File: src/per_host_window_throttle_defines.svh
// ----------------------------------------------------------------------------
// Assertion macros for the per-host window throttle
// Concurrent checks clocked on clk and disabled while rst_n is low.
// ----------------------------------------------------------------------------
`ifndef PER_HOST_WINDOW_THROTTLE_DEFINES_SVH
`define PER_HOST_WINDOW_THROTTLE_DEFINES_SVH
`ifndef SYNTHESIS
`define PHWT_ASSERT(lbl, prop, msg) \
    lbl: assert property (@(posedge clk) disable iff (!rst_n) prop) else $error(msg);
`define PHWT_NEVER(lbl, expr, msg) \
    lbl: assert property (@(posedge clk) disable iff (!rst_n) !(expr)) else $error(msg);
`else
`define PHWT_ASSERT(lbl, prop, msg)
`define PHWT_NEVER(lbl, expr, msg)
`endif
`endif

File: src/phwt_pkg.sv
// ----------------------------------------------------------------------------
// phwt_pkg
// Shared types, register indexes, verdict codes and reset values.
// ----------------------------------------------------------------------------
package phwt_pkg;

    localparam int HOST_ENTRIES = 1024;
    localparam int SLOT_W       = $clog2(HOST_ENTRIES);
    localparam int Q_DEPTH      = 2;

    localparam logic [2:0] VERDICT_ACCEPT_NEW    = 3'd0;
    localparam logic [2:0] VERDICT_ACCEPT_RESET  = 3'd1;
    localparam logic [2:0] VERDICT_ACCEPT_UPDATE = 3'd2;
    localparam logic [2:0] VERDICT_REJECT_SIZE   = 3'd3;
    localparam logic [2:0] VERDICT_REJECT_QUOTA  = 3'd4;

    localparam logic [2:0] REG_SIZE_LIMIT    = 3'd0;
    localparam logic [2:0] REG_VOLUME_LIMIT  = 3'd1;
    localparam logic [2:0] REG_MESSAGE_LIMIT = 3'd2;
    localparam logic [2:0] REG_RCPT_LIMIT    = 3'd3;
    localparam logic [2:0] REG_WINDOW_LENGTH = 3'd4;
    localparam logic [2:0] REG_AUTOBL_ENABLE = 3'd5;
    localparam logic [2:0] REG_AUTOBL_THRESH = 3'd6;
    localparam logic [2:0] REG_BL_LIFETIME   = 3'd7;

    localparam logic [31:0] RST_SIZE_LIMIT    = 32'd10240000;
    localparam logic [39:0] RST_VOLUME_LIMIT  = 40'd250000000;
    localparam logic [15:0] RST_MESSAGE_LIMIT = 16'd50;
    localparam logic [15:0] RST_RCPT_LIMIT    = 16'd50;
    localparam logic [31:0] RST_WINDOW_LENGTH = 32'd3600;
    localparam logic        RST_AUTOBL_ENABLE = 1'b0;
    localparam logic [15:0] RST_AUTOBL_THRESH = 16'd3;
    localparam logic [31:0] RST_BL_LIFETIME   = 32'd0;

    typedef struct packed {
        logic [31:0] size_limit;
        logic [39:0] volume_limit;
        logic [15:0] message_limit;
        logic [15:0] recipient_limit;
        logic [31:0] window_length;
        logic        autobl_enable;
        logic [15:0] autobl_threshold;
        logic [31:0] bl_lifetime;
    } cfg_t;

    typedef struct packed {
        logic [SLOT_W-1:0] slot;
        logic [31:0]       size;
        logic [31:0]       now;
        logic              inc;
        logic              oversize;
    } item_t;

    typedef struct packed {
        logic        valid;
        logic [31:0] start;
        logic [15:0] wmsg;
        logic [31:0] tmsg;
        logic [39:0] vol;
        logic [15:0] wrcpt;
        logic [31:0] trcpt;
        logic        aflag;
        logic [15:0] atotal;
    } rec_t;

endpackage

File: src/phwt_front.sv
// ----------------------------------------------------------------------------
// phwt_front
// Accepts request words and tags oversize messages before queueing them.
// ----------------------------------------------------------------------------
module phwt_front
(
    input  logic                          in_valid,
    input  logic [9:0]                    host_slot,
    input  logic [31:0]                   message_size,
    input  logic [31:0]                   now,
    input  logic                          new_message,
    input  logic [31:0]                   size_limit,
    input  logic                          clearing,
    input  logic                          q_ready,
    output logic                          in_stall,
    output logic                          push,
    output phwt_pkg::item_t               item
);

    assign in_stall = !q_ready || clearing;
    assign push     = in_valid && !in_stall;

    always_comb
    begin
        item.slot     = host_slot[phwt_pkg::SLOT_W-1:0];
        item.size     = message_size;
        item.now      = now;
        item.inc      = new_message;
        item.oversize = (message_size >= size_limit);
    end

endmodule

File: config.mk
export PLATFORM = sky130hd
export DESIGN_NAME = phwt_front
export DESIGN_NICKNAME = d
export VERILOG_FILES = /design/src/per_host_window_throttle_defines.svh /design/src/phwt_pkg.sv /design/src/phwt_front.sv
export SDC_FILE = /design/constraint.sdc
export NUM_CORES = 1
export LEC_CHECK = 0
export ABC_AREA = 0
export BUFFER_PORTS_ARGS = -buffer_cell sky130_fd_sc_hd__buf_2
export CAP_MARGIN = 20
export CORE_AREA = 2 2 72 74
export DETAILED_ROUTE_END_ITERATION = 6
export DIE_AREA = 0 0 74 76
export PLACE_DENSITY = 0.76
export SLEW_MARGIN = 0
export SYNTH_ARGS = -nofsm -noshare
export SYNTH_HDL_FRONTEND = slang
export SYNTH_SLANG_ARGS = --single-unit
File: constraint.sdc
create_clock -name vclk -period 4.3
set_input_delay 0.43 -clock vclk [all_inputs]
set_output_delay 0.43 -clock vclk [all_outputs]
set_load 0.005 [all_outputs]
==> metrics <==
io pins 188; worst setup path category in -> out; Area Growth Syn to Fin 2.52%; Synth top area share 40.5%; Leak 0.937 nW; P per Cell Area 85.3 mW/mm^2; crit path launch type input pin; initial antenna violation count 0; CP endpoint item[0]; worst min path class in -> out; syn nets 330; Mean Syn Cell Area 7.40 um^2; Yosys cell types 18; register area share after synthesis 0%; critical path fanouts, max 2; Sequential Area 0 um^2; Final Hold Vio Count 0; final wirelength 2820 um; Max Transition Viols Final 0; ANT nets after route 0; first-pass GRT wire length 4220 um; port bufs 102; n_diodes 0; CORE AREA 0.00491 mm^2; share of layout cells above drive strength 1 48.4%; First-pass DRT Iterations 4; Worst-Margin Slew 0.267 ns; CP arrival 1.99 ns; 1st-iter DRT viols 17; Final Util 29.0%; critical path capture point type output pin; Final Cycle Share 56.3%; Initial Utilization 28.3%; drt drc 0; largest net degree at the start of global routing 4; # setup viols final 0; clock buffer count 0; vias in the first global route 1,016; synthesized area 0.00139 mm^2; YS warnings 0; Final Wtd Congestion 0.730; FMAX 0.413 GHz; Critical Path Source message_size[0]; via count 1,178; GR Overflow Total 0; CTS resizes 0; most frequent cells in the layout 102 x buf_2, 33 x inv_1, 32 x ha_1; max-capacitance violation count 0; GRT Total Usage 8.95%; hold buffers post-CTS 0; Hold Path Cell Cnt 0; final setup TNS 0 ns; FF+latch count 0; Max transition margin 82.1%; RSZ-0062 raised after global routing no; peak supply drop 35.4 uV; DIE AREA 0.00562 mm^2; DP Wirelength 2690 um; Avg WL per Cell 9.91 um; nets 359; Req. time, crit path 3.87 ns; die width 74 um; Post-CTS Setup Inserts 0; run status complete, no violations; cells taking the most area after synthesis buf_4 40%, ha_1 29%, inv_1 8.9%, a21oi_1 3.2%, nand2_1 2.4%; commonest non-fill, non-tap cell in the layout buf_2; Tmin final 2.42 ns; Mapped Cells 188; leading area contributor after synthesis buf_4; Chip Height 76 um; drt via density 4.13; row count 26
-- cell type report --
type                       instances  area (um^2)
fill                             523         3490
timing repair buffer             102          510
inverter                          33          124
tap                               70         87.6
multi-input combinational         80          704
-- worst max-delay path, cell delays in order --
cell	delay (ns)
buf_2	0.08
inv_1	0.04
ha_1	0.28
nand2b_4	0.15
a2111oi_4	0.34
o21a_1	0.21
o211ai_1	0.15
a21o_1	0.20
buf_2	0.12
-- cells in the mapped netlist (all sizes together) --
cell type,count
buf,75
inv,33
ha,32
a21oi,9
nand2,9
a21o,4
nor2,4
o21ai,4
a221oi,3
and4,3
nand2b,3
nand3,2
nand4,2
o21a,2
a2111oi,1
o2111ai,1
o211ai,1
-- per-stage QoR --
step,total power [mW],setup slack (ns),hold WS [ns],instances,cell area (um^2)
floorplan,0.112,2.28,0.920,188,1390
global placement,0.120,1.85,0.860,285,1430
finish,0.122,1.88,0.860,285,1430
global route,0.142,1.73,0.860,285,1430
detailed placement,0.124,1.81,0.860,285,1430
CTS,0.125,1.80,0.860,285,1430
-- power by group --
part	leakage (nW)	internal [mW]	switching, mW
Clock	0	0	0
Combinational	0.937	0.0659	0.0557
Sequential	0	0	0
-- layer usage --
| metal | part of all wire, % | GRT usage, % |
|---|---|---|
| met5 | 0 | 0 |
| met4 | 3.4 | 2.91 |
| met3 | 9.9 | 1.06 |
| met2 | 48 | 17.5 |
| met1 | 39 | 9.43 |
-- worst min-delay path by stage --
stage / start / endpoint / slack, ns
finish: now[25] / item[27] / 0.86
global route: now[28] / item[30] / 0.86
floorplan: q_ready / in_stall / 0.92
detailed placement: now[8] / item[10] / 0.86
CTS: now[8] / item[10] / 0.86
global placement: now[8] / item[10] / 0.86
-- kinds of logic after synthesis --
kind of cell / synth area share, %
buf+inv: 49.4
fa+ha+maj: 28.8
compound gates: 13.0
simple gates: 8.90
Power figures use the tool's default switching activity.
