==> src/per_host_window_throttle_defines.svh <==
// ----------------------------------------------------------------------------
// Assertion macros for the per-host window throttle
// Concurrent checks clocked on clk and disabled while rst_n is low.
// ----------------------------------------------------------------------------
`ifndef PER_HOST_WINDOW_THROTTLE_DEFINES_SVH
`define PER_HOST_WINDOW_THROTTLE_DEFINES_SVH
`ifndef SYNTHESIS
`define PHWT_ASSERT(lbl, prop, msg) \
    lbl: assert property (@(posedge clk) disable iff (!rst_n) prop) else $error(msg);
`define PHWT_NEVER(lbl, expr, msg) \
    lbl: assert property (@(posedge clk) disable iff (!rst_n) !(expr)) else $error(msg);
`else
`define PHWT_ASSERT(lbl, prop, msg)
`define PHWT_NEVER(lbl, expr, msg)
`endif
`endif

==> src/phwt_pkg.sv <==
// ----------------------------------------------------------------------------
// phwt_pkg
// Shared types, register indexes, verdict codes and reset values.
// ----------------------------------------------------------------------------
package phwt_pkg;

    localparam int HOST_ENTRIES = 1024;
    localparam int SLOT_W       = $clog2(HOST_ENTRIES);
    localparam int Q_DEPTH      = 2;

    localparam logic [2:0] VERDICT_ACCEPT_NEW    = 3'd0;
    localparam logic [2:0] VERDICT_ACCEPT_RESET  = 3'd1;
    localparam logic [2:0] VERDICT_ACCEPT_UPDATE = 3'd2;
    localparam logic [2:0] VERDICT_REJECT_SIZE   = 3'd3;
    localparam logic [2:0] VERDICT_REJECT_QUOTA  = 3'd4;

    localparam logic [2:0] REG_SIZE_LIMIT    = 3'd0;
    localparam logic [2:0] REG_VOLUME_LIMIT  = 3'd1;
    localparam logic [2:0] REG_MESSAGE_LIMIT = 3'd2;
    localparam logic [2:0] REG_RCPT_LIMIT    = 3'd3;
    localparam logic [2:0] REG_WINDOW_LENGTH = 3'd4;
    localparam logic [2:0] REG_AUTOBL_ENABLE = 3'd5;
    localparam logic [2:0] REG_AUTOBL_THRESH = 3'd6;
    localparam logic [2:0] REG_BL_LIFETIME   = 3'd7;

    localparam logic [31:0] RST_SIZE_LIMIT    = 32'd10240000;
    localparam logic [39:0] RST_VOLUME_LIMIT  = 40'd250000000;
    localparam logic [15:0] RST_MESSAGE_LIMIT = 16'd50;
    localparam logic [15:0] RST_RCPT_LIMIT    = 16'd50;
    localparam logic [31:0] RST_WINDOW_LENGTH = 32'd3600;
    localparam logic        RST_AUTOBL_ENABLE = 1'b0;
    localparam logic [15:0] RST_AUTOBL_THRESH = 16'd3;
    localparam logic [31:0] RST_BL_LIFETIME   = 32'd0;

    typedef struct packed {
        logic [31:0] size_limit;
        logic [39:0] volume_limit;
        logic [15:0] message_limit;
        logic [15:0] recipient_limit;
        logic [31:0] window_length;
        logic        autobl_enable;
        logic [15:0] autobl_threshold;
        logic [31:0] bl_lifetime;
    } cfg_t;

    typedef struct packed {
        logic [SLOT_W-1:0] slot;
        logic [31:0]       size;
        logic [31:0]       now;
        logic              inc;
        logic              oversize;
    } item_t;

    typedef struct packed {
        logic        valid;
        logic [31:0] start;
        logic [15:0] wmsg;
        logic [31:0] tmsg;
        logic [39:0] vol;
        logic [15:0] wrcpt;
        logic [31:0] trcpt;
        logic        aflag;
        logic [15:0] atotal;
    } rec_t;

endpackage

==> src/phwt_queue.sv <==
// ----------------------------------------------------------------------------
// phwt_queue
// Short FIFO between the front and the back part.
// ----------------------------------------------------------------------------
`include "per_host_window_throttle_defines.svh"

module phwt_queue
(
    input  logic               clk,
    input  logic               rst_n,
    input  logic               push,
    input  phwt_pkg::item_t    push_item,
    output logic               q_ready,
    input  logic               pop,
    output logic               q_valid,
    output phwt_pkg::item_t    pop_item
);

    localparam int PTR_W = $clog2(phwt_pkg::Q_DEPTH);

    phwt_pkg::item_t            fifo_reg [phwt_pkg::Q_DEPTH];
    logic [PTR_W-1:0]           wr_ptr_reg;
    logic [PTR_W-1:0]           rd_ptr_reg;
    logic [PTR_W:0]             count_reg;
    logic [PTR_W:0]             count_next;

    assign q_ready  = (count_reg != (PTR_W+1)'(phwt_pkg::Q_DEPTH));
    assign q_valid  = (count_reg != '0);
    assign pop_item = fifo_reg[rd_ptr_reg];

    always_comb
    begin
        count_next = count_reg;
        if (push && !pop)
        begin
            count_next = count_reg + 1'b1;
        end
        else if (pop && !push)
        begin
            count_next = count_reg - 1'b1;
        end
    end

    always_ff @(posedge clk)
    begin
        if (push)
        begin
            fifo_reg[wr_ptr_reg] <= push_item;
        end
    end

    always_ff @(posedge clk or negedge rst_n)
    begin
        if (!rst_n)
        begin
            wr_ptr_reg <= '0;
            rd_ptr_reg <= '0;
            count_reg  <= '0;
        end
        else
        begin
            if (push)
            begin
                wr_ptr_reg <= (wr_ptr_reg == PTR_W'(phwt_pkg::Q_DEPTH - 1)) ? '0
                                                                           : wr_ptr_reg + 1'b1;
            end
            if (pop)
            begin
                rd_ptr_reg <= (rd_ptr_reg == PTR_W'(phwt_pkg::Q_DEPTH - 1)) ? '0
                                                                           : rd_ptr_reg + 1'b1;
            end
            count_reg <= count_next;
        end
    end

    `PHWT_NEVER(a_no_push_full, push && !q_ready, "queue written while full")
    `PHWT_NEVER(a_no_pop_empty, pop && !q_valid, "queue read while empty")
    `PHWT_ASSERT(a_count_track, (push && !pop) |=> (count_reg == $past(count_reg) + 1'b1), "queue count lost a word")

endmodule

==> config.mk <==
export PLATFORM = sky130hd
export DESIGN_NAME = phwt_queue
export DESIGN_NICKNAME = d
export VERILOG_FILES = /design/src/phwt_pkg.sv /design/src/phwt_queue.sv
export VERILOG_INCLUDE_DIRS = /design/src /design/src/src
export SDC_FILE = /design/constraint.sdc
export NUM_CORES = 1
export LEC_CHECK = 0
export ABC_CLOCK_PERIOD_IN_PS = 4950
export BUFFER_PORTS_ARGS = -buffer_cell sky130_fd_sc_hd__buf_2
export CAP_MARGIN = 20
export CORE_MARGIN = 10
export CORE_UTILIZATION = 50
export DETAILED_ROUTE_END_ITERATION = 10
export HOLD_SLACK_MARGIN = 0.1
export PLACE_DENSITY_LB_ADDON = 0.25
export SLEW_MARGIN = 20
export SYNTH_ARGS = -nofsm -noshare
export SYNTH_HDL_FRONTEND = slang
export SYNTH_SLANG_ARGS = --single-unit
==> constraint.sdc <==
create_clock -name clk -period 4.95 [get_ports clk]
set_clock_uncertainty 0.15 [all_clocks]
set_input_delay 0.99 -clock clk [delete_from_list [all_inputs] [get_ports clk]]
set_output_delay 0.99 -clock clk [all_outputs]
set_load 0.02 [all_outputs]
==> flow_metrics.tcl <==
set metrics [dict create \
    worstSetupEndpointType "primary output" \
    avgRoutedWirePerCell_um 19.15 \
    r2r_cells 2 \
    placementRows 39 \
    status "completed" \
    cts_resized 0 \
    die_w_um 127.8 \
    fp.dieH_um 127.8 \
    gp_congestion 0.6834 \
    cts_hold_buf 0 \
    ys_warn_count 0 \
    finalSetupTns_ns 0 \
    first_pass_iters 4 \
    synth_top_area_frac 0.7857 \
    cts_max_path_buffers 2 \
    viasPerCell 4.969 \
    cts_made_buffers 17 \
    dp_cells 546 \
    whs_ns 0.2259 \
    place_hpwl_um 7468 \
    drc 0 \
    cts_tree "yes" \
    synthTopCellsByArea "edfxtp_1, mux2_2, mux2_4" \
    grtUsageTotal 0.1349 \
    max_slew_margin 0.3069 \
    rsz0062_at_grt "no" \
    htree_levels 4 \
    gr-usage-met1 0.1468 \
    nFillCells 818 \
    seqCellArea_mm2 0.004668 \
    final_hold_viol_count 0 \
    ios 158 \
    final_cell_mix "buf_2, edfxtp_1, mux2_2, mux2_4, clkbuf_16" \
    multi_input_area_mm2 0.001064 \
    hold_class "in2async" \
    crit_required_ns 3.81 \
    clock-sinks 156 \
    post_cts_buffers 0 \
    area_delta_synth_final_pct 25.80 \
    met2_usage 0.2120 \
    synth.distinct_cells 16 \
    dieArea_mm2 0.01633 \
    fmax_mhz 282.0 \
    root_buffer "clkbuf_16" \
    syn_area_per_cell_um2 22.96 \
    p_per_area_mw_per_mm2 616.2 \
    drive_above_1_share 0.6166 \
    drv_slew 0 \
    core-area_mm2 0.01142 \
    antenna_found_initial 0 \
    p_leak_nw 2.851 \
    initial_core_util 0.5088 \
    drv_cap 0 \
    grt_use_met3 0.07568 \
    grt_pass1_wl_um 16810 \
    syn_nets 334 \
    setup_viol 0 \
    cp_max_fo 65 \
    grt_max_degree 77 \
    grt_pass1_vias 3148 \
    totalWireLength_um 11030 \
    period_minus_slack_ns 3.546 \
    critPathKind "reg2out" \
    clk_latency_ns 0.40 \
    layout_commonest_cell "buf_2" \
    cp.arrival_ns 2.41 \
    top_usage_layer "met2" \
    peakVddDrop_v 0.0003032 \
    cp-start-kind "flop" \
    tightestPinTransition_ns 1.040 \
    largest_reg_flops 152 \
    ys_ff_latch 156 \
    num_antenna_cells 0 \
    io_buffers 157 \
    synth_top_area_cell "edfxtp_1" \
    cts.clk_slew.worst_paths_ns 0.06 \
    ant_nets 0 \
    drt_iter0_markers 172 \
    grt-ovfl-total 0 \
    syn-cell-area_mm2 0.005809 \
    fin_crit_sh 0.7164 \
    nNetsFinal 503 \
    netlist_instances 253 \
    vias 2862 \
    yosysSeqAreaShare 0.8029 \
    stdcell_count 576 \
]
-- synthesized netlist by cell type --
| library cell | count |
|---|---|
| buf_6 | 2 |
| buf_2 | 4 |
| edfxtp_1 | 152 |
| nor2_1 | 1 |
| inv_1 | 1 |
| mux2_2 | 46 |
| dfrtp_1 | 4 |
| nor2b_1 | 1 |
| ha_1 | 1 |
| buf_8 | 3 |
| xor2_1 | 4 |
| nand2b_1 | 1 |
| and2_1 | 1 |
| or2_2 | 1 |
| xnor2_1 | 1 |
| mux2_4 | 30 |
-- worst max-delay path: stages (launching register included) --
cell and delay, ns:
dfrtp_4 1.08, buf_4 0.41, mux2_4 0.33, buf_2 0.16
-- layer usage --
metal	routed length [um]	vias up
met3	1205	14
met4	141	0
li1	-	1338
met5	0	-
met1	4467	1393
met2	5214	117
-- power by group --
part / internal (mW) / total, mW / switching (mW)
sequential: 1.76 / 1.94 / 0.181
clock: 0.786 / 1.26 / 0.473
combinational: 0.584 / 1.31 / 0.723
-- final cells by class --
class                           count  share of cell area
Clock buffer                       19             0.05924
Clock inverter                     11             0.02020
Inverter                            1           0.0005136
Multi-Input combinational cell     87              0.1455
Sequential cell                   156              0.6388
Tap cell                          143             0.02448
Timing Repair Buffer              159              0.1113
-- per-stage QoR --
| step | setup WS, ns | total power [mW] | utilization | area [um2] |
|---|---|---|---|---|
| after CTS | 1.360 | 4.574 | 0.6400 | 7308 |
| after global routing | 1.291 | 4.712 | 0.6400 | 7308 |
| after detailed placement | 1.796 | 3.306 | 0.5892 | 6728 |
| after floorplan | 1.387 | 2.907 | - | 5812 |
| final | 1.404 | 4.504 | 0.6400 | 7308 |
| after global placement | 1.814 | 3.287 | 0.5892 | 6728 |
-- final timing paths --
check	start	to	slack, ns
max	rd_ptr_reg	pop_item[20]	1.40
min	rst_n	count_reg[1]	0.23
max reg2reg	wr_ptr_reg	fifo_reg[0][4]	2.98
min reg2reg	count_reg[1]	count_reg[1]	0.34
max in group asynchronous	rst_n	rd_ptr_reg	4.28
min in group clk	count_reg[1]	count_reg[1]	0.34
-- cells by family (layout without fill, tap and decap cells) --
logic type                 Yosys count  in the layout  synth area share
adders and majority gates            1              1          0.002153
buffers and inverters               10            190           0.01572
muxes                               76             76            0.1667
xor gates and xnor gates             5              5          0.007538
DFF                                156            156            0.8029
and+or+nand+nor                      5              5          0.004956
No activity file was read; power rests on OpenSTA's default activity.
