## config.mk

```make
export PLATFORM = sky130hd
export DESIGN_NAME = phwt_cfg
export DESIGN_NICKNAME = d
export VERILOG_FILES = /design/src/per_host_window_throttle_defines.svh /design/src/phwt_pkg.sv /design/src/phwt_cfg.sv
export SDC_FILE = /design/constraint.sdc
export NUM_CORES = 1
export LEC_CHECK = 0
export BUFFER_PORTS_ARGS = -buffer_cell sky130_fd_sc_hd__buf_2
export CAP_MARGIN = 5
export CORE_ASPECT_RATIO = 0.6
export CORE_MARGIN = 4
export CORE_UTILIZATION = 45
export DETAILED_ROUTE_END_ITERATION = 7
export HOLD_SLACK_MARGIN = 0.15
export PLACE_DENSITY = 0.79
export RECOVER_POWER = 100
export SKIP_LAST_GASP = 1
export SYNTH_ARGS = -nofsm -noshare
export SYNTH_HDL_FRONTEND = slang
export SYNTH_SLANG_ARGS = --single-unit
```

## constraint.sdc

```tcl
create_clock -name clk -period 0.8 [get_ports clk]
set_input_delay 0.16 -clock clk [delete_from_list [all_inputs] [get_ports clk]]
set_output_delay 0.16 -clock clk [all_outputs]
set_load 0.02 [all_outputs]
```

## src/per_host_window_throttle_defines.svh

```systemverilog
// ----------------------------------------------------------------------------
// Assertion macros for the per-host window throttle
// Concurrent checks clocked on clk and disabled while rst_n is low.
// ----------------------------------------------------------------------------
`ifndef PER_HOST_WINDOW_THROTTLE_DEFINES_SVH
`define PER_HOST_WINDOW_THROTTLE_DEFINES_SVH
`ifndef SYNTHESIS
`define PHWT_ASSERT(lbl, prop, msg) \
    lbl: assert property (@(posedge clk) disable iff (!rst_n) prop) else $error(msg);
`define PHWT_NEVER(lbl, expr, msg) \
    lbl: assert property (@(posedge clk) disable iff (!rst_n) !(expr)) else $error(msg);
`else
`define PHWT_ASSERT(lbl, prop, msg)
`define PHWT_NEVER(lbl, expr, msg)
`endif
`endif

```

## src/phwt_pkg.sv

```systemverilog
// ----------------------------------------------------------------------------
// phwt_pkg
// Shared types, register indexes, verdict codes and reset values.
// ----------------------------------------------------------------------------
package phwt_pkg;

    localparam int HOST_ENTRIES = 1024;
    localparam int SLOT_W       = $clog2(HOST_ENTRIES);
    localparam int Q_DEPTH      = 2;

    localparam logic [2:0] VERDICT_ACCEPT_NEW    = 3'd0;
    localparam logic [2:0] VERDICT_ACCEPT_RESET  = 3'd1;
    localparam logic [2:0] VERDICT_ACCEPT_UPDATE = 3'd2;
    localparam logic [2:0] VERDICT_REJECT_SIZE   = 3'd3;
    localparam logic [2:0] VERDICT_REJECT_QUOTA  = 3'd4;

    localparam logic [2:0] REG_SIZE_LIMIT    = 3'd0;
    localparam logic [2:0] REG_VOLUME_LIMIT  = 3'd1;
    localparam logic [2:0] REG_MESSAGE_LIMIT = 3'd2;
    localparam logic [2:0] REG_RCPT_LIMIT    = 3'd3;
    localparam logic [2:0] REG_WINDOW_LENGTH = 3'd4;
    localparam logic [2:0] REG_AUTOBL_ENABLE = 3'd5;
    localparam logic [2:0] REG_AUTOBL_THRESH = 3'd6;
    localparam logic [2:0] REG_BL_LIFETIME   = 3'd7;

    localparam logic [31:0] RST_SIZE_LIMIT    = 32'd10240000;
    localparam logic [39:0] RST_VOLUME_LIMIT  = 40'd250000000;
    localparam logic [15:0] RST_MESSAGE_LIMIT = 16'd50;
    localparam logic [15:0] RST_RCPT_LIMIT    = 16'd50;
    localparam logic [31:0] RST_WINDOW_LENGTH = 32'd3600;
    localparam logic        RST_AUTOBL_ENABLE = 1'b0;
    localparam logic [15:0] RST_AUTOBL_THRESH = 16'd3;
    localparam logic [31:0] RST_BL_LIFETIME   = 32'd0;

    typedef struct packed {
        logic [31:0] size_limit;
        logic [39:0] volume_limit;
        logic [15:0] message_limit;
        logic [15:0] recipient_limit;
        logic [31:0] window_length;
        logic        autobl_enable;
        logic [15:0] autobl_threshold;
        logic [31:0] bl_lifetime;
    } cfg_t;

    typedef struct packed {
        logic [SLOT_W-1:0] slot;
        logic [31:0]       size;
        logic [31:0]       now;
        logic              inc;
        logic              oversize;
    } item_t;

    typedef struct packed {
        logic        valid;
        logic [31:0] start;
        logic [15:0] wmsg;
        logic [31:0] tmsg;
        logic [39:0] vol;
        logic [15:0] wrcpt;
        logic [31:0] trcpt;
        logic        aflag;
        logic [15:0] atotal;
    } rec_t;

endpackage

```

## src/phwt_cfg.sv

```systemverilog
// ----------------------------------------------------------------------------
// phwt_cfg
// Configuration register file, written one word at a time.
// ----------------------------------------------------------------------------
module phwt_cfg
(
    input  logic               clk,
    input  logic               rst_n,
    input  logic               cfg_valid,
    input  logic [2:0]         cfg_index,
    input  logic [39:0]        cfg_data,
    output logic               cfg_ready,
    output phwt_pkg::cfg_t     cfg
);

    phwt_pkg::cfg_t cfg_reg;

    assign cfg_ready = 1'b1;
    assign cfg       = cfg_reg;

    always_ff @(posedge clk or negedge rst_n)
    begin
        if (!rst_n)
        begin
            cfg_reg.size_limit       <= phwt_pkg::RST_SIZE_LIMIT;
            cfg_reg.volume_limit     <= phwt_pkg::RST_VOLUME_LIMIT;
            cfg_reg.message_limit    <= phwt_pkg::RST_MESSAGE_LIMIT;
            cfg_reg.recipient_limit  <= phwt_pkg::RST_RCPT_LIMIT;
            cfg_reg.window_length    <= phwt_pkg::RST_WINDOW_LENGTH;
            cfg_reg.autobl_enable    <= phwt_pkg::RST_AUTOBL_ENABLE;
            cfg_reg.autobl_threshold <= phwt_pkg::RST_AUTOBL_THRESH;
            cfg_reg.bl_lifetime      <= phwt_pkg::RST_BL_LIFETIME;
        end
        else if (cfg_valid)
        begin
            unique case (cfg_index)
                phwt_pkg::REG_SIZE_LIMIT:    cfg_reg.size_limit       <= cfg_data[31:0];
                phwt_pkg::REG_VOLUME_LIMIT:  cfg_reg.volume_limit     <= cfg_data;
                phwt_pkg::REG_MESSAGE_LIMIT: cfg_reg.message_limit    <= cfg_data[15:0];
                phwt_pkg::REG_RCPT_LIMIT:    cfg_reg.recipient_limit  <= cfg_data[15:0];
                phwt_pkg::REG_WINDOW_LENGTH: cfg_reg.window_length    <= cfg_data[31:0];
                phwt_pkg::REG_AUTOBL_ENABLE: cfg_reg.autobl_enable    <= cfg_data[0];
                phwt_pkg::REG_AUTOBL_THRESH: cfg_reg.autobl_threshold <= cfg_data[15:0];
                phwt_pkg::REG_BL_LIFETIME:   cfg_reg.bl_lifetime      <= cfg_data[31:0];
                default: ;
            endcase
        end
    end

endmodule

```

==> impl_metrics.env <==
export IMPL_dieArea_um2=17800
export IMPL_fin_setup_tns_ns=-107.30
export IMPL_seqCellArea_um2=4670
export IMPL_area_delta_synth_final_pct=81.8
export IMPL_grt_use_total=0.274
export IMPL_routedWlPerCell_um=26.4
export IMPL_synthDistinctLibCells=13
export IMPL_synthAdderAreaFrac=0
export IMPL_slew_violations=0
export IMPL_rr_endpoint="cfg[121]"
export IMPL_synth_top_family_by_area="multiplexers"
export IMPL_ys_seq_area_frac=0.662
export IMPL_cts_max_level=4
export IMPL_hp_start="cfg_data[29]"
export IMPL_cts_root_buf="clkbuf_16"
export IMPL_cts_sinks=185
export IMPL_critPathRequiredTime_ns=0.64
export IMPL_crit_slowest_cell="dfstp_2"
export IMPL_worst_setup_path_start_kind="register"
export IMPL_r2r_start="cfg[121]"
export IMPL_critical_path_max_stage_delay_ns=0.57
export IMPL_syn_instance_count=402
export IMPL_critPathBufInv=1
export IMPL_hold_path_class="in2reg"
export IMPL_maxCapViolCount=0
export IMPL_num_rows=35
export IMPL_synth_ff_latch_count=185
export IMPL_cts_buffer_depth=2
export IMPL_ir_drop_v=0.00178
export IMPL_violations="negative setup slack"
export IMPL_dieHeight_um=105
export IMPL_arrival_ns=1.12
export IMPL_synth_area_mux_share=0.296
export IMPL_grt_max_degree=33
export IMPL_reg2reg_slack_ns=-0.23
export IMPL_port_buffers=230
export IMPL_cp_cell_sequence="buf_6"
export IMPL_synth_compound_area_frac=0
export IMPL_period_needed_ns=1.28
export IMPL_largest_reg_flops=185
export IMPL_via_per_inst=5.20
export IMPL_core_um2=15300
export IMPL_avgSynthCellArea_um2=17.5
export IMPL_drt_pass1_iterations=4
export IMPL_antenna_found_initial=0
export IMPL_dpl_instance_area_um2=9060
export IMPL_grt_overflow_total=0
export IMPL_worst_pin_slew_ns=0.640
export IMPL_antenna_cells_inserted=0
export IMPL_drive_gt1_frac=0.778
export IMPL_routed_wl_um=26900
export IMPL_setup_viol=537
export IMPL_gp_congestion=0.813
export IMPL_grt_pass1_vias=5891
export IMPL_dp_hpwl_um=13200
export IMPL_cts_made_buffers=17
export IMPL_path_class="reg2out"
export IMPL_final_nets=849
export IMPL_start_util=0.460
export IMPL_fin_util=0.836
export IMPL_hold_end="cfg[182]"
export IMPL_fill_cells=634
export IMPL_cts_hold_buf=23
export IMPL_design_area_um2=12800
export IMPL_fin_worst_skew_ns=0
export IMPL_antenna_left=0
export IMPL_vias=5295
export IMPL_synth_xor_area_frac=0
export IMPL_hold_depth=2
export IMPL_multi_input_comb_area_um2=2870
export IMPL_p_leak_uw=0.00629
export IMPL_r2r_cells=3
export IMPL_yosysWarnings=0
export IMPL_status="finished, violations left"
export IMPL_synth_fp_nets=448
export IMPL_grt_pass1_wl_um=36700
export IMPL_tritoncts="done"
export IMPL_syn_cell_area_um2=7050
export IMPL_critPathTopFamily="flip-flops"
export IMPL_p_per_area_nw_per_um2=2810
export IMPL_hold_viol_final=0
export IMPL_synth_simple_area_share=0.0151
export IMPL_die_x_um=170
export IMPL_instances_no_fill=1019
export IMPL_ios=232
export IMPL_rsz0062_at_grt="true"
export IMPL_setup_slack_ns=-0.483
export IMPL_endpoint_kind="primary output"
export IMPL_period_share=1.60
export IMPL_post_route_drc_count=0
export IMPL_drtIter0Drc=341
export IMPL_fmax_ghz=0.780
export IMPL_clkLatencyLatePin_ns=0.41
export IMPL_placed_cells=842
export IMPL_clk_pin_slew_ns=0.08
export IMPL_cp_max_fo=2
export IMPL_slew_headroom=0.574
[cell families (layout without fill, tap and decap cells)]
logic type / Yosys count / count (layout)
buffers and inverters: 23 / 437
DFF: 185 / 185
muxes: 185 / 185
other: 1 / 1
and+or+nand+nor: 8 / 8
[cells in the final DEF, fill, tap and decap left out]
| master | n |
|---|---|
| nand4_1 | 1 |
| dfrtp_1 | 154 |
| buf_8 | 5 |
| clkinv_4 | 1 |
| buf_16 | 5 |
| dlygate4sd3_1 | 23 |
| buf_12 | 26 |
| conb_1 | 1 |
| nand4b_1 | 1 |
| dfstp_2 | 30 |
| nand4b_4 | 2 |
| buf_4 | 55 |
| nor4b_4 | 1 |
| clkinvlp_4 | 1 |
| buf_2 | 38 |
| clkbuf_8 | 1 |
| buf_6 | 250 |
| clkinv_2 | 1 |
| dfrtp_2 | 1 |
| mux2_2 | 12 |
| and4bb_4 | 3 |
| mux2_4 | 173 |
| clkbuf_16 | 20 |
| clkbuf_1 | 1 |
| inv_6 | 6 |
| inv_8 | 4 |
[synthesized netlist by cell type]
| library cell | number | share of area |
|---|---|---|
| nand4b_1 | 1 | 0.0012 |
| mux2_1 | 8 | 0.013 |
| buf_4 | 7 | 0.0075 |
| nand4b_2 | 2 | 0.0043 |
| dfstp_2 | 30 | 0.11 |
| buf_6 | 9 | 0.014 |
| nor4b_4 | 1 | 0.0034 |
| mux2_2 | 177 | 0.28 |
| buf_2 | 7 | 0.0050 |
| conb_1 | 1 | 0.00053 |
| and4bb_2 | 3 | 0.0053 |
| nand4_1 | 1 | 0.00089 |
| dfrtp_1 | 155 | 0.55 |
[metal layers]
metal	vias to the layer above	GRT usage	routed length (um)
met5	-	0	0
met4	0	0.0706	657
met3	47	0.0836	1750
met2	238	0.474	13700
met1	2788	0.336	10800
li1	2222	-	-
[worst max path at each step]
stage                      start        to  slack (ns)  depth (start not counted)
finish                  cfg[138]  cfg[138]       -0.48                          1
global route            cfg[171]  cfg[171]       -0.51                          1
CTS                     cfg[135]  cfg[135]       -0.48                          1
detailed placement  cfg_index[2]  cfg[164]       -0.67                          5
global placement    cfg_index[2]  cfg[169]       -0.61                          5
floorplan           cfg_index[2]  cfg[153]       -0.53                          4
[metrics by stage]
step,total power (uW),hold slack [ns],worst slack [ns]
4_1_cts,34100,0.0177,-0.480
3_3_place_gp,21300,0.0326,-0.615
2_1_floorplan,18200,-0.136,-0.529
5_1_grt,37300,0.0281,-0.509
3_5_place_dp,21600,0.0348,-0.675
6_report,36100,0.0398,-0.483
[power by group]
| part | total [uW] | internal (uW) | switching [uW] |
|---|---|---|---|
| Combinational | 14100 | 8430 | 5690 |
| Clock | 8210 | 4220 | 3990 |
| Sequential | 13700 | 11700 | 2030 |
| Total | 36100 | 24300 | 11700 |
[area by class of cell]
class / count / area share
Sequential cell: 185 / 0.364
Timing Repair Buffer: 405 / 0.348
Multi-Input combinational cell: 194 / 0.224
Clock buffer: 19 / 0.0346
Tap cell: 203 / 0.0198
Clock inverter: 13 / 0.00928
[what timing repair did]
item | 4_1_cts | 5_1_grt
pin swaps | 2 | 6
setup buffers | 76 | 71
cloned | 10 | 5
endpoints found under the setup margin | 318 | 358
endpoints found under the hold margin | 370 | 119
resized for setup | 444 | 121
Note: power is estimated with default switching activity, not from simulation.
